### src/rtl/core/pwfc_pkg.sv
package pwfc_pkg;

    // Register file layout, one 32-bit word per register.
    localparam int unsigned ADDR_W = 5;
    localparam int unsigned DATA_W = 32;
    localparam int unsigned IDX_W  = 3;

    typedef enum logic [IDX_W-1:0] {
        REG_KP      = 3'd0,
        REG_KI      = 3'd1,
        REG_KD      = 3'd2,
        REG_KF      = 3'd3,
        REG_I_LIMIT = 3'd4,
        REG_O_LIMIT = 3'd5
    } t_reg_idx;

    // Request function codes carried on the func field.
    localparam logic FUNC_UPDATE = 1'b0;
    localparam logic FUNC_CLEAR  = 1'b1;

    localparam logic [14:0] O_LIMIT_RESET = 15'h7FFF;

    // Operand and product widths, sized for the worst case of each term.
    localparam int unsigned ERR_W  = 17;
    localparam int unsigned INT_W  = 21;
    localparam int unsigned DERR_W = 18;
    localparam int unsigned DTGT_W = 17;
    localparam int unsigned PP_W   = 33;
    localparam int unsigned PI_W   = 37;
    localparam int unsigned PD_W   = 34;
    localparam int unsigned PF_W   = 33;
    localparam int unsigned SUM_W  = 39;

    typedef struct packed {
        logic signed [15:0] kp;
        logic signed [15:0] ki;
        logic signed [15:0] kd;
        logic signed [15:0] kf;
        logic [19:0]        i_limit;
        logic [14:0]        o_limit;
    } t_cfg;

    typedef struct packed {
        logic               func;
        logic signed [15:0] measured;
        logic signed [15:0] target;
    } t_item;

    typedef struct packed {
        logic                     clr;
        logic signed [ERR_W-1:0]  err;
        logic signed [INT_W-1:0]  integ;
        logic signed [DERR_W-1:0] derr;
        logic signed [DTGT_W-1:0] dtgt;
    } t_ops;

    typedef struct packed {
        logic                   clr;
        logic signed [PP_W-1:0] p;
        logic signed [PI_W-1:0] i;
        logic signed [PD_W-1:0] d;
        logic signed [PF_W-1:0] f;
    } t_prod;

endpackage

### src/rtl/core/pwfc_regs.sv
module pwfc_regs
    import pwfc_pkg::*;
(
    input  logic                i_clk,
    input  logic                i_rst_n,
    input  logic                psel,
    input  logic                penable,
    input  logic                pwrite,
    input  logic [ADDR_W-1:0]   paddr,
    input  logic [DATA_W-1:0]   pwdata,
    output logic [DATA_W-1:0]   prdata,
    output t_cfg                o_cfg
);

    t_cfg            r_cfg;
    t_cfg            n_cfg;
    logic [IDX_W-1:0] idx;
    logic            wr_en;

    assign idx   = paddr[ADDR_W-1:2];
    assign wr_en = psel & penable & pwrite;

    always_comb begin
        n_cfg = r_cfg;
        if (wr_en) begin
            unique case (idx)
                REG_KP:      n_cfg.kp      = pwdata[15:0];
                REG_KI:      n_cfg.ki      = pwdata[15:0];
                REG_KD:      n_cfg.kd      = pwdata[15:0];
                REG_KF:      n_cfg.kf      = pwdata[15:0];
                REG_I_LIMIT: n_cfg.i_limit = pwdata[19:0];
                REG_O_LIMIT: n_cfg.o_limit = pwdata[14:0];
                default:     n_cfg         = r_cfg;
            endcase
        end
    end

    always_ff @(posedge i_clk) begin
        if (!i_rst_n) begin
            r_cfg.kp      <= '0;
            r_cfg.ki      <= '0;
            r_cfg.kd      <= '0;
            r_cfg.kf      <= '0;
            r_cfg.i_limit <= '0;
            r_cfg.o_limit <= O_LIMIT_RESET;
        end else begin
            r_cfg <= n_cfg;
        end
    end

    always_comb begin
        unique case (idx)
            REG_KP:      prdata = {16'd0, r_cfg.kp};
            REG_KI:      prdata = {16'd0, r_cfg.ki};
            REG_KD:      prdata = {16'd0, r_cfg.kd};
            REG_KF:      prdata = {16'd0, r_cfg.kf};
            REG_I_LIMIT: prdata = {12'd0, r_cfg.i_limit};
            REG_O_LIMIT: prdata = {17'd0, r_cfg.o_limit};
            default:     prdata = '0;
        endcase
    end

    assign o_cfg = r_cfg;

endmodule

### src/rtl/core/pwfc_state.sv
module pwfc_state
    import pwfc_pkg::*;
(
    input  logic        i_clk,
    input  logic        i_rst_n,
    input  logic        i_load,
    input  t_item       i_item,
    input  logic [19:0] i_i_limit,
    output t_ops        o_ops
);

    logic signed [INT_W-1:0]  r_integ;
    logic signed [ERR_W-1:0]  r_prev_err;
    logic signed [15:0]       r_prev_tgt;
    t_ops                     r_ops;
    t_ops                     n_ops;

    logic signed [ERR_W-1:0]  err;
    logic signed [INT_W:0]    isum;
    logic signed [INT_W:0]    lim_pos;
    logic signed [INT_W:0]    lim_neg;
    logic signed [INT_W:0]    iclamp;

    always_comb begin
        err     = $signed({i_item.target[15], i_item.target})
                - $signed({i_item.measured[15], i_item.measured});
        isum    = $signed({r_integ[INT_W-1], r_integ})
                + $signed({{(INT_W+1-ERR_W){err[ERR_W-1]}}, err});
        lim_pos = $signed({2'b00, i_i_limit});
        lim_neg = -lim_pos;

        // Symmetric saturation of the running error sum.
        if (isum > lim_pos) begin
            iclamp = lim_pos;
        end else if (isum < lim_neg) begin
            iclamp = lim_neg;
        end else begin
            iclamp = isum;
        end

        n_ops.clr   = (i_item.func == FUNC_CLEAR);
        n_ops.err   = err;
        n_ops.integ = iclamp[INT_W-1:0];
        n_ops.derr  = $signed({err[ERR_W-1], err})
                    - $signed({r_prev_err[ERR_W-1], r_prev_err});
        n_ops.dtgt  = $signed({i_item.target[15], i_item.target})
                    - $signed({r_prev_tgt[15], r_prev_tgt});
    end

    always_ff @(posedge i_clk) begin
        if (!i_rst_n) begin
            r_integ    <= '0;
            r_prev_err <= '0;
            r_prev_tgt <= '0;
        end else if (i_load) begin
            if (i_item.func == FUNC_CLEAR) begin
                // A clear keeps the last target.
                r_integ    <= '0;
                r_prev_err <= '0;
            end else begin
                r_integ    <= n_ops.integ;
                r_prev_err <= err;
                r_prev_tgt <= i_item.target;
            end
        end
    end

    always_ff @(posedge i_clk) begin
        if (i_load) begin
            r_ops <= n_ops;
        end
    end

    assign o_ops = r_ops;

endmodule

### src/rtl/core/pwfc_mult.sv
module pwfc_mult
    import pwfc_pkg::*;
(
    input  logic  i_clk,
    input  logic  i_load,
    input  t_ops  i_ops,
    input  t_cfg  i_cfg,
    output t_prod o_prod
);

    t_prod r_prod;
    t_prod n_prod;

    always_comb begin
        n_prod.clr = i_ops.clr;
        n_prod.p   = i_cfg.kp * i_ops.err;
        n_prod.i   = i_cfg.ki * i_ops.integ;
        n_prod.d   = i_cfg.kd * i_ops.derr;
        n_prod.f   = i_cfg.kf * i_ops.dtgt;
    end

    always_ff @(posedge i_clk) begin
        if (i_load) begin
            r_prod <= n_prod;
        end
    end

    assign o_prod = r_prod;

endmodule

### src/rtl/core/pwfc_out.sv
module pwfc_out
    import pwfc_pkg::*;
#(
    parameter int unsigned FRAC_BITS = 8
) (
    input  logic               i_clk,
    input  logic               i_load,
    input  t_prod              i_prod,
    input  logic [14:0]        i_o_limit,
    output logic signed [15:0] o_drive
);

    logic signed [SUM_W-1:0] sum;
    logic signed [SUM_W-1:0] shifted;
    logic signed [SUM_W-1:0] lim_pos;
    logic signed [SUM_W-1:0] lim_neg;
    logic signed [SUM_W-1:0] clamped;
    logic signed [15:0]      r_drive;
    logic signed [15:0]      n_drive;

    always_comb begin
        sum = $signed({{(SUM_W-PP_W){i_prod.p[PP_W-1]}}, i_prod.p})
            + $signed({{(SUM_W-PI_W){i_prod.i[PI_W-1]}}, i_prod.i})
            + $signed({{(SUM_W-PD_W){i_prod.d[PD_W-1]}}, i_prod.d})
            + $signed({{(SUM_W-PF_W){i_prod.f[PF_W-1]}}, i_prod.f});
        // Arithmetic shift drops the fraction and rounds toward minus infinity.
        shifted = sum >>> FRAC_BITS;
        lim_pos = $signed({{(SUM_W-15){1'b0}}, i_o_limit});
        lim_neg = -lim_pos;

        if (shifted > lim_pos) begin
            clamped = lim_pos;
        end else if (shifted < lim_neg) begin
            clamped = lim_neg;
        end else begin
            clamped = shifted;
        end

        n_drive = i_prod.clr ? 16'sd0 : clamped[15:0];
    end

    always_ff @(posedge i_clk) begin
        if (i_load) begin
            r_drive <= n_drive;
        end
    end

    assign o_drive = r_drive;

endmodule

### src/rtl/core/pid_with_feedforward_clamped_unit.sv
// Channel   | Direction | Handshake                 | Payload
// ----------+-----------+---------------------------+-----------------------------
// input     | in        | i_in_valid / o_in_ready   | i_func, i_measured, i_target
// result    | out       | o_out_valid / i_out_ready | o_drive
// config    | in        | psel/penable/pwrite/pready| paddr, pwdata, prdata
//
// The block takes one request per cycle while the result side keeps up. From
// acceptance, a request's drive passes through four register stages (input
// register, state update, multiply, sum and clamp) to the result channel.
// Reset is synchronous and active low, and there is no clearing pass. When
// the result side stalls, the pipeline fills behind the held result and
// o_in_ready drops only once every stage holds a request.
module pid_with_feedforward_clamped_unit
    import pwfc_pkg::*;
#(
    parameter int unsigned FRAC_BITS = 8
) (
    input  logic                i_clk,
    input  logic                i_rst_n,

    input  logic                i_in_valid,
    output logic                o_in_ready,
    input  logic                i_func,
    input  logic signed [15:0]  i_measured,
    input  logic signed [15:0]  i_target,

    output logic                o_out_valid,
    input  logic                i_out_ready,
    output logic signed [15:0]  o_drive,

    input  logic                psel,
    input  logic                penable,
    input  logic                pwrite,
    input  logic [ADDR_W-1:0]   paddr,
    input  logic [DATA_W-1:0]   pwdata,
    output logic [DATA_W-1:0]   prdata,
    output logic                pready
);

    t_cfg  cfg;
    t_item r_item;
    t_ops  ops;
    t_prod prod;

    // One valid bit per stage; the input stage's payload is r_item here, later stages' live in their modules.
    logic r_s0_valid, n_s0_valid;
    logic r_s1_valid, n_s1_valid;
    logic r_s2_valid, n_s2_valid;
    logic r_out_valid, n_out_valid;

    logic in_acc;
    logic s0_mv, s1_mv, s2_mv;
    logic s1_acc, s2_acc, s3_acc;

    assign pready = 1'b1;

    // A stage can take a new request when it is empty or its request moves on.
    assign s3_acc     = !r_out_valid || i_out_ready;
    assign s2_mv      = r_s2_valid && s3_acc;
    assign s2_acc     = !r_s2_valid || s2_mv;
    assign s1_mv      = r_s1_valid && s2_acc;
    assign s1_acc     = !r_s1_valid || s1_mv;
    assign s0_mv      = r_s0_valid && s1_acc;
    assign o_in_ready = !r_s0_valid || s0_mv;
    assign in_acc     = i_in_valid && o_in_ready;

    always_comb begin
        n_s0_valid  = in_acc ? 1'b1 : (s0_mv ? 1'b0 : r_s0_valid);
        n_s1_valid  = s0_mv ? 1'b1 : (s1_mv ? 1'b0 : r_s1_valid);
        n_s2_valid  = s1_mv ? 1'b1 : (s2_mv ? 1'b0 : r_s2_valid);
        n_out_valid = s2_mv ? 1'b1 : (i_out_ready ? 1'b0 : r_out_valid);
    end

    always_ff @(posedge i_clk) begin
        if (!i_rst_n) begin
            r_s0_valid  <= 1'b0;
            r_s1_valid  <= 1'b0;
            r_s2_valid  <= 1'b0;
            r_out_valid <= 1'b0;
        end else begin
            r_s0_valid  <= n_s0_valid;
            r_s1_valid  <= n_s1_valid;
            r_s2_valid  <= n_s2_valid;
            r_out_valid <= n_out_valid;
        end
    end

    // Input register.
    always_ff @(posedge i_clk) begin
        if (in_acc) begin
            r_item.func     <= i_func;
            r_item.measured <= i_measured;
            r_item.target   <= i_target;
        end
    end

    pwfc_regs u_regs (
        .i_clk   (i_clk),
        .i_rst_n (i_rst_n),
        .psel    (psel),
        .penable (penable),
        .pwrite  (pwrite),
        .paddr   (paddr),
        .pwdata  (pwdata),
        .prdata  (prdata),
        .o_cfg   (cfg)
    );

    // The controller state advances exactly once per request, as it leaves
    // the input register.
    pwfc_state u_state (
        .i_clk     (i_clk),
        .i_rst_n   (i_rst_n),
        .i_load    (s0_mv),
        .i_item    (r_item),
        .i_i_limit (cfg.i_limit),
        .o_ops     (ops)
    );

    pwfc_mult u_mult (
        .i_clk  (i_clk),
        .i_load (s1_mv),
        .i_ops  (ops),
        .i_cfg  (cfg),
        .o_prod (prod)
    );

    pwfc_out #(
        .FRAC_BITS (FRAC_BITS)
    ) u_out (
        .i_clk     (i_clk),
        .i_load    (s2_mv),
        .i_prod    (prod),
        .i_o_limit (cfg.o_limit),
        .o_drive   (o_drive)
    );

    assign o_out_valid = r_out_valid;

endmodule
### config.mk
export PLATFORM = sky130hd
export DESIGN_NAME = pid_with_feedforward_clamped_unit
export DESIGN_NICKNAME = d
export VERILOG_FILES = /design/src/rtl/core/pwfc_pkg.sv /design/src/rtl/core/pwfc_regs.sv /design/src/rtl/core/pwfc_state.sv /design/src/rtl/core/pwfc_mult.sv /design/src/rtl/core/pwfc_out.sv /design/src/rtl/core/pid_with_feedforward_clamped_unit.sv
export SDC_FILE = /design/constraint.sdc
export NUM_CORES = 2
export LEC_CHECK = 0
export BUFFER_PORTS_ARGS = -buffer_cell sky130_fd_sc_hd__buf_2
export CORE_ASPECT_RATIO = 1.4
export CORE_UTILIZATION = 27
export CTS_CLUSTER_DIAMETER = 50
export DETAILED_ROUTE_END_ITERATION = 7
export GPL_TIMING_DRIVEN = 0
export SETUP_SLACK_MARGIN = 0.3
export SLEW_MARGIN = 20
export SYNTH_ARGS = -nofsm -noshare
export SYNTH_HDL_FRONTEND = slang
export SYNTH_SLANG_ARGS = --single-unit
### constraint.sdc
create_clock -name i_clk -period 17.1 [get_ports i_clk]
set_input_delay 0.855 -clock i_clk [delete_from_list [all_inputs] [get_ports i_clk]]
set_output_delay 0.855 -clock i_clk [all_outputs]
set_load 0.005 [all_outputs]
[After elaboration in Yosys (flattened, before gate mapping)]
Index checks and enable logic that the tools add are counted.
Cells by class
  shifts and indexed selects: 0
  add/subtract/negate cells: 9
  order comparisons: 4
  multiply operators: 4
  equal/unequal tests: 5
  muxes and demuxes: 15
  bitwise gates (word level): 3
  reductions and logical operators: 25
  div/mod/pow operators: 0
Operators by type and width (number)
  case mux 20 bit (6 select lines): 1
  multiplier 16 x 17 -> 33 bit: 2
  two-way mux 21 bit: 3
  adder 38 x 34 -> 39 bit: 1
  adder 39 x 33 -> 39 bit: 1
  less-than comparator 31 x 39 -> 1 bit: 1
  negator 15 -> 39 bit: 1
  adder 33 x 37 -> 38 bit: 1
  multiplier 16 x 21 -> 37 bit: 1
  multiplier 16 x 18 -> 34 bit: 1
  subtractor 16 x 16 -> 17 bit: 2
  greater-than comparator 31 x 16 -> 1 bit: 1
  adder 21 x 17 -> 22 bit: 1
  greater-than comparator 22 x 21 -> 1 bit: 1
  less-than comparator 22 bit: 1
  negator 20 -> 22 bit: 1
  subtractor 17 x 17 -> 18 bit: 1
  two-way mux 17 bit: 1
  two-way mux 16 bit: 1
  two-way mux 15 bit: 1
  AND reduction 2 bit: 7
  two-way mux 1 bit: 8
  nonzero test 2 bit: 4
  == test 3 x 2 -> 1 bit (second input constant): 2
  other kinds (9): 20
Word-level totals
  bits in read-only memories: 0
  memory bits (writable): 0
  bits of input ports: 77
  output and inout port bits: 51
  flip-flop bits (word level): 418
  bits in latches: 0
  memories kept: 0

[Depth between registers and ports, before layout]
  word-level depth: 10
  gate-level depth with buffers: 38
  mapped depth without buffers: 36

[Cells and area by module]
Synthesis repeated with hierarchy kept, for this count alone.
Unflattened totals
  cell total of the unflattened synthesis: 7527
  area total of the unflattened synthesis: 70013.4 µm²
By module, submodules not included
  pwfc_mult: area each 47772.1 µm², cells each 5041, times used 1
  pwfc_state: area each 9484.1 µm², cells each 1044, times used 1
  pwfc_out: area each 6981.7 µm², cells each 906, times used 1
  pwfc_regs: area each 4596.9 µm², cells each 484, times used 1
  pid_with_feedforward_clamped_unit: area each 1178.6 µm², cells each 52, times used 1

[Least setup slack after synthesis]
No wires, ideal clock.
  kind: in2reg
  from: in i_out_ready
  to: reg u_mult.r_prod (netlist bit u_mult.o_prod[0]) (enable)
  path slack: 9.255 ns
  path buffers: 0
  stages on the path: 3
  arrival time: 7.194 ns
  cells stage by stage: nor2b_1 > and2_0 > nor2b_1
Between the ends
  cells in the longest elaborated chain, start to end: 4
Ends and longest elaborated chain
  start, declared: line pid_with_feedforward_clamped_unit.sv:28  | input logic i_out_ready,
  logical OR 1 bit: line pid_with_feedforward_clamped_unit.sv:58  | assign s3_acc = !r_out_valid || i_out_ready;
  logical AND 1 bit: line pid_with_feedforward_clamped_unit.sv:59  | assign s2_mv = r_s2_valid && s3_acc;
  logical OR 1 bit: line pid_with_feedforward_clamped_unit.sv:60  | assign s2_acc = !r_s2_valid || s2_mv;
  logical AND 1 bit: line pid_with_feedforward_clamped_unit.sv:61  | assign s1_mv = r_s1_valid && s2_acc;
  end signal, assigned: line pwfc_mult.sv:24  | r_prod <= n_prod;
  end, declared: line pwfc_mult.sv:11  | t_prod r_prod;
Every way passes these cells.
A chain may end at the register's enable or synchronous reset.

[Worst setup path in the final report]
  from: reg r_item[0] (netlist bit)
  to: reg u_state.r_ops (netlist bit u_state.o_ops[49]), data pin
Between the ends
  cells in the longest elaborated chain, start to end: 5
Ends and longest elaborated chain
  start, declared: line pid_with_feedforward_clamped_unit.sv:41  | t_item r_item;
  subtractor 16 x 16 -> 17 bit (*): line pwfc_state.sv:26  | - $signed({i_item.measured[15], i_item.measured});
  net u_state.err[14]: line pwfc_state.sv:18  | logic signed [ERR_W-1:0] err;
  adder 21 x 17 -> 22 bit (*): line pwfc_state.sv:28  | + $signed({{(INT_W+1-ERR_W){err[ERR_W-1]}}, err});
  less-than comparator 22 bit: line pwfc_state.sv:35  | end else if (isum < lim_neg) begin
  two-way mux 21 bit: line pwfc_state.sv:35
  two-way mux 21 bit (*): line pwfc_state.sv:33  | if (isum > lim_pos) begin
  net u_state.iclamp[14]: line pwfc_state.sv:22  | logic signed [INT_W:0] iclamp;
  end signal, assigned: line pwfc_state.sv:70  | r_ops <= n_ops;
  end, declared: line pwfc_state.sv:15  | t_ops r_ops;
Mark *: on every way through the listed nets, which the timed path passes. The rest lies on a longest branch.

==> summary.md <==
| Metric | Value |
|---|---|
| Clk Latency, worst-skew pair | 0.63 ns |
| CP Data Arrival Time | 10.98 ns |
| Cell area after synthesis | 68200 um^2 |
| Leading post-synthesis cells by cell area | fa_1 37%, edfxtp_1 11%, ha_1 10% |
| Post-route ant nets | 0 |
| Share of cells above drive strength 1 | 3.71% |
| Most used cell, CP | o21ai_0 |
| Tmin final | 10.53 ns |
| I/O pin cnt | 128 |
| PostCTS Resize Cnt | 0 |
| P per Cell Area | 51.0 nW/um^2 |
| Detailed Place HPWL | 193000 um |
| Fin nets | 9465 |
| Final WL | 225000 um |
| Post-Route Setup TNS | 0 ns |
| Hold_buf cts | 0 |
| Hold Path Depth | 1 |
| Vias in the first global route | 55900 |
| Post-synth top flop | edfxtp_1 |
| Worst-path maximum fanout | 10 |
| Via count | 51500 |
| Yosys warning total | 0 |
| Final Hold Fails | 0 |
| Slew @ Worst Pin | 1.14 ns |
| Top delay family on crit path | compound AO/OA/AOI/OAI gates |
| CTS max path bufs | 3 |
| Crit path required time | 17.55 ns |
| CP startpoint kind | register |
| Cell taking the most area after synthesis | fa_1 |
| CP Class | register to register |
| Initial antenna violation count | 25 |
| Final Power | 3.83 mW |
| Yosys top cell area share | 36.7% |
| Number of flops mapped to enable cells by yosys | 261 |
| Cells after Synth | 7413 |
| Final setup violation count | 0 |
| Outcome | completed |
| Die width | 427 um |
| Post-synth cell types | 86 |
| Layout Skew | 0.0230 ns |
| Worst path buffer plus inverter count | 5 |
| Core area | 251000 um^2 |
| Unrepaired setup endpoints after global routing | false |
| Total global routing track utilization | 17.7% |
| Worst Hold Class | input pin to register |
| Syn avg cell area | 9.20 um^2 |
| Commonest non-fill, non-tap cells in the layout | 1702 x inv_1, 1252 x fa_1, 970 x nand2_1 |
| Htree depth | 2 |
| Setup bufs post-CTS | 0 |
| Crit-path slowest cell | nor2_2 |
| WHS | 0.398 ns |
| Fillers | 26500 |
| Worst IR Drop VDD | 0.000109 V |
| I/O Buffers | 97 |
| Routed wirelength normalized by instance count | 20.6 um |
| Die area | 255000 um^2 |
| Clock Sink Count | 418 |
| TritonCTS clock tree | yes |
| CTS buffer count | 54 |
| Slew Limit Headroom | 23.6% |
| Initial drt markers | 3190 |
| #FFs+latches synth | 418 |
| Slew Limit Fails | 0 |
| Max Freq | 95.0 MHz |
| Initial Util | 27.1% |
| DR vias/cell | 4.70 |
| Drt first pass iters | 6 |
| Gr ovfl total | 0 |
| Synth async-reset ratio | 0% |
| Commonest non-fill, non-tap cell in the layout | inv_1 |
| Die Ht | 597 um |
| Largest net degree at the start of global routing | 41 |
| Post-layout util | 29.8% |
| Final period util | 61.6% |
| Critical path depth in cells | 37 |
| Leakage power total | 33.2 nW |
| MaxCap Viol Count | 0 |
| Layout area overhead | 10.0% |
| First-pass GRT wire length | 339000 um |
| Register area share after synthesis | 16.1% |
| Clock-pin slew on the worst setup and hold paths | 0.06 ns |
| CP endpoint kind | register |
| GPL Wtd Cong | 0.975 |
| Worst R2R Path Depth | 37 |
| Largest stage delay on the critical path | 0.65 ns |
| Root Driver | clkbuf_16 |
| DR DRC count | 0 |
| Row count | 218 |
## layout make-up
type	count	area [um^2]	area share (%)
multi-input combinational	4992	49800	66.3
timing repair buffer	112	754	1.01
tap	3300	4130	5.50
antenna	22	55.1	0.0733
inverter	1705	6400	8.53
buffer	309	1240	1.65
clock inverter	36	312	0.415
clock buffer	65	1420	1.90
sequential	418	11000	14.6
## stage by stage
step                area [um^2]  cells  setup slack (ns)
global route              75100  11000              5.83
detailed placement        73300  10800              6.83
floorplan                 68300   7424              9.25
global placement          72900  10800              6.16
finish                    75100  11000              6.57
CTS                       75000  10900              6.75
## worst paths after layout
path                          startpoint                endpoint  slack, ns
hold / removal               i_target[3]               r_item[3]       0.40
setup / recovery               r_item[0]       u_state.o_ops[49]       6.57
setup reg to reg               r_item[0]       u_state.o_ops[49]       6.57
hold reg to reg   u_state.r_prev_tgt[13]  u_state.r_prev_tgt[13]       0.46
## cell usage after synthesis, drive strengths merged, types with 51 or more instances
library cell,count
inv,1704
fa,1252
nand2,970
ha,544
and2,484
a21oi,317
clkbuf,272
edfxtp,261
nor2,241
xnor2,202
dfxtp,157
o21ai,127
nor3,82
a21o,76
nand2b,62
nand3,51
## registers in the layout, summed over array words and instances, names as in the netlist, 16 cells and up
name,flops
r_item,33
u_state.r_integ,21
u_state.r_prev_err,17
u_state.o_ops,74
u_mult.o_prod,138
u_regs.o_cfg,99
u_state.r_prev_tgt,16
u_out.o_drive,16
## kinds of logic (layout without fill, tap and decap cells)
group	after synthesis	count (layout)	synth area share [%]
and+or+nand+nor	2040	2040	14.1
buffers and inverters	2014	2227	11.2
adders and majority gates	1798	1798	46.8
AOI/OAI and AO/OA	858	858	8.06
DFF	418	418	16.1
xor gates and xnor gates	246	246	3.17
muxes	37	37	0.585
other	2	35	0.0110
## per-layer routing
layer	share of wire, %	GRT usage, %
met2	51	31.8
met1	36	19.2
met3	5.5	2.51
met5	0.017	0
met4	7.8	11.9
## report_power, final
group / total [mW] / internal [mW] / switching, mW / leakage (nW)
registers: 1.26 / 1.16 / 0.109 / 3.79
logic: 1.45 / 0.492 / 0.962 / 28.5
clock network: 1.11 / 0.623 / 0.489 / 0.851
Note: power is estimated with default switching activity, not from simulation.
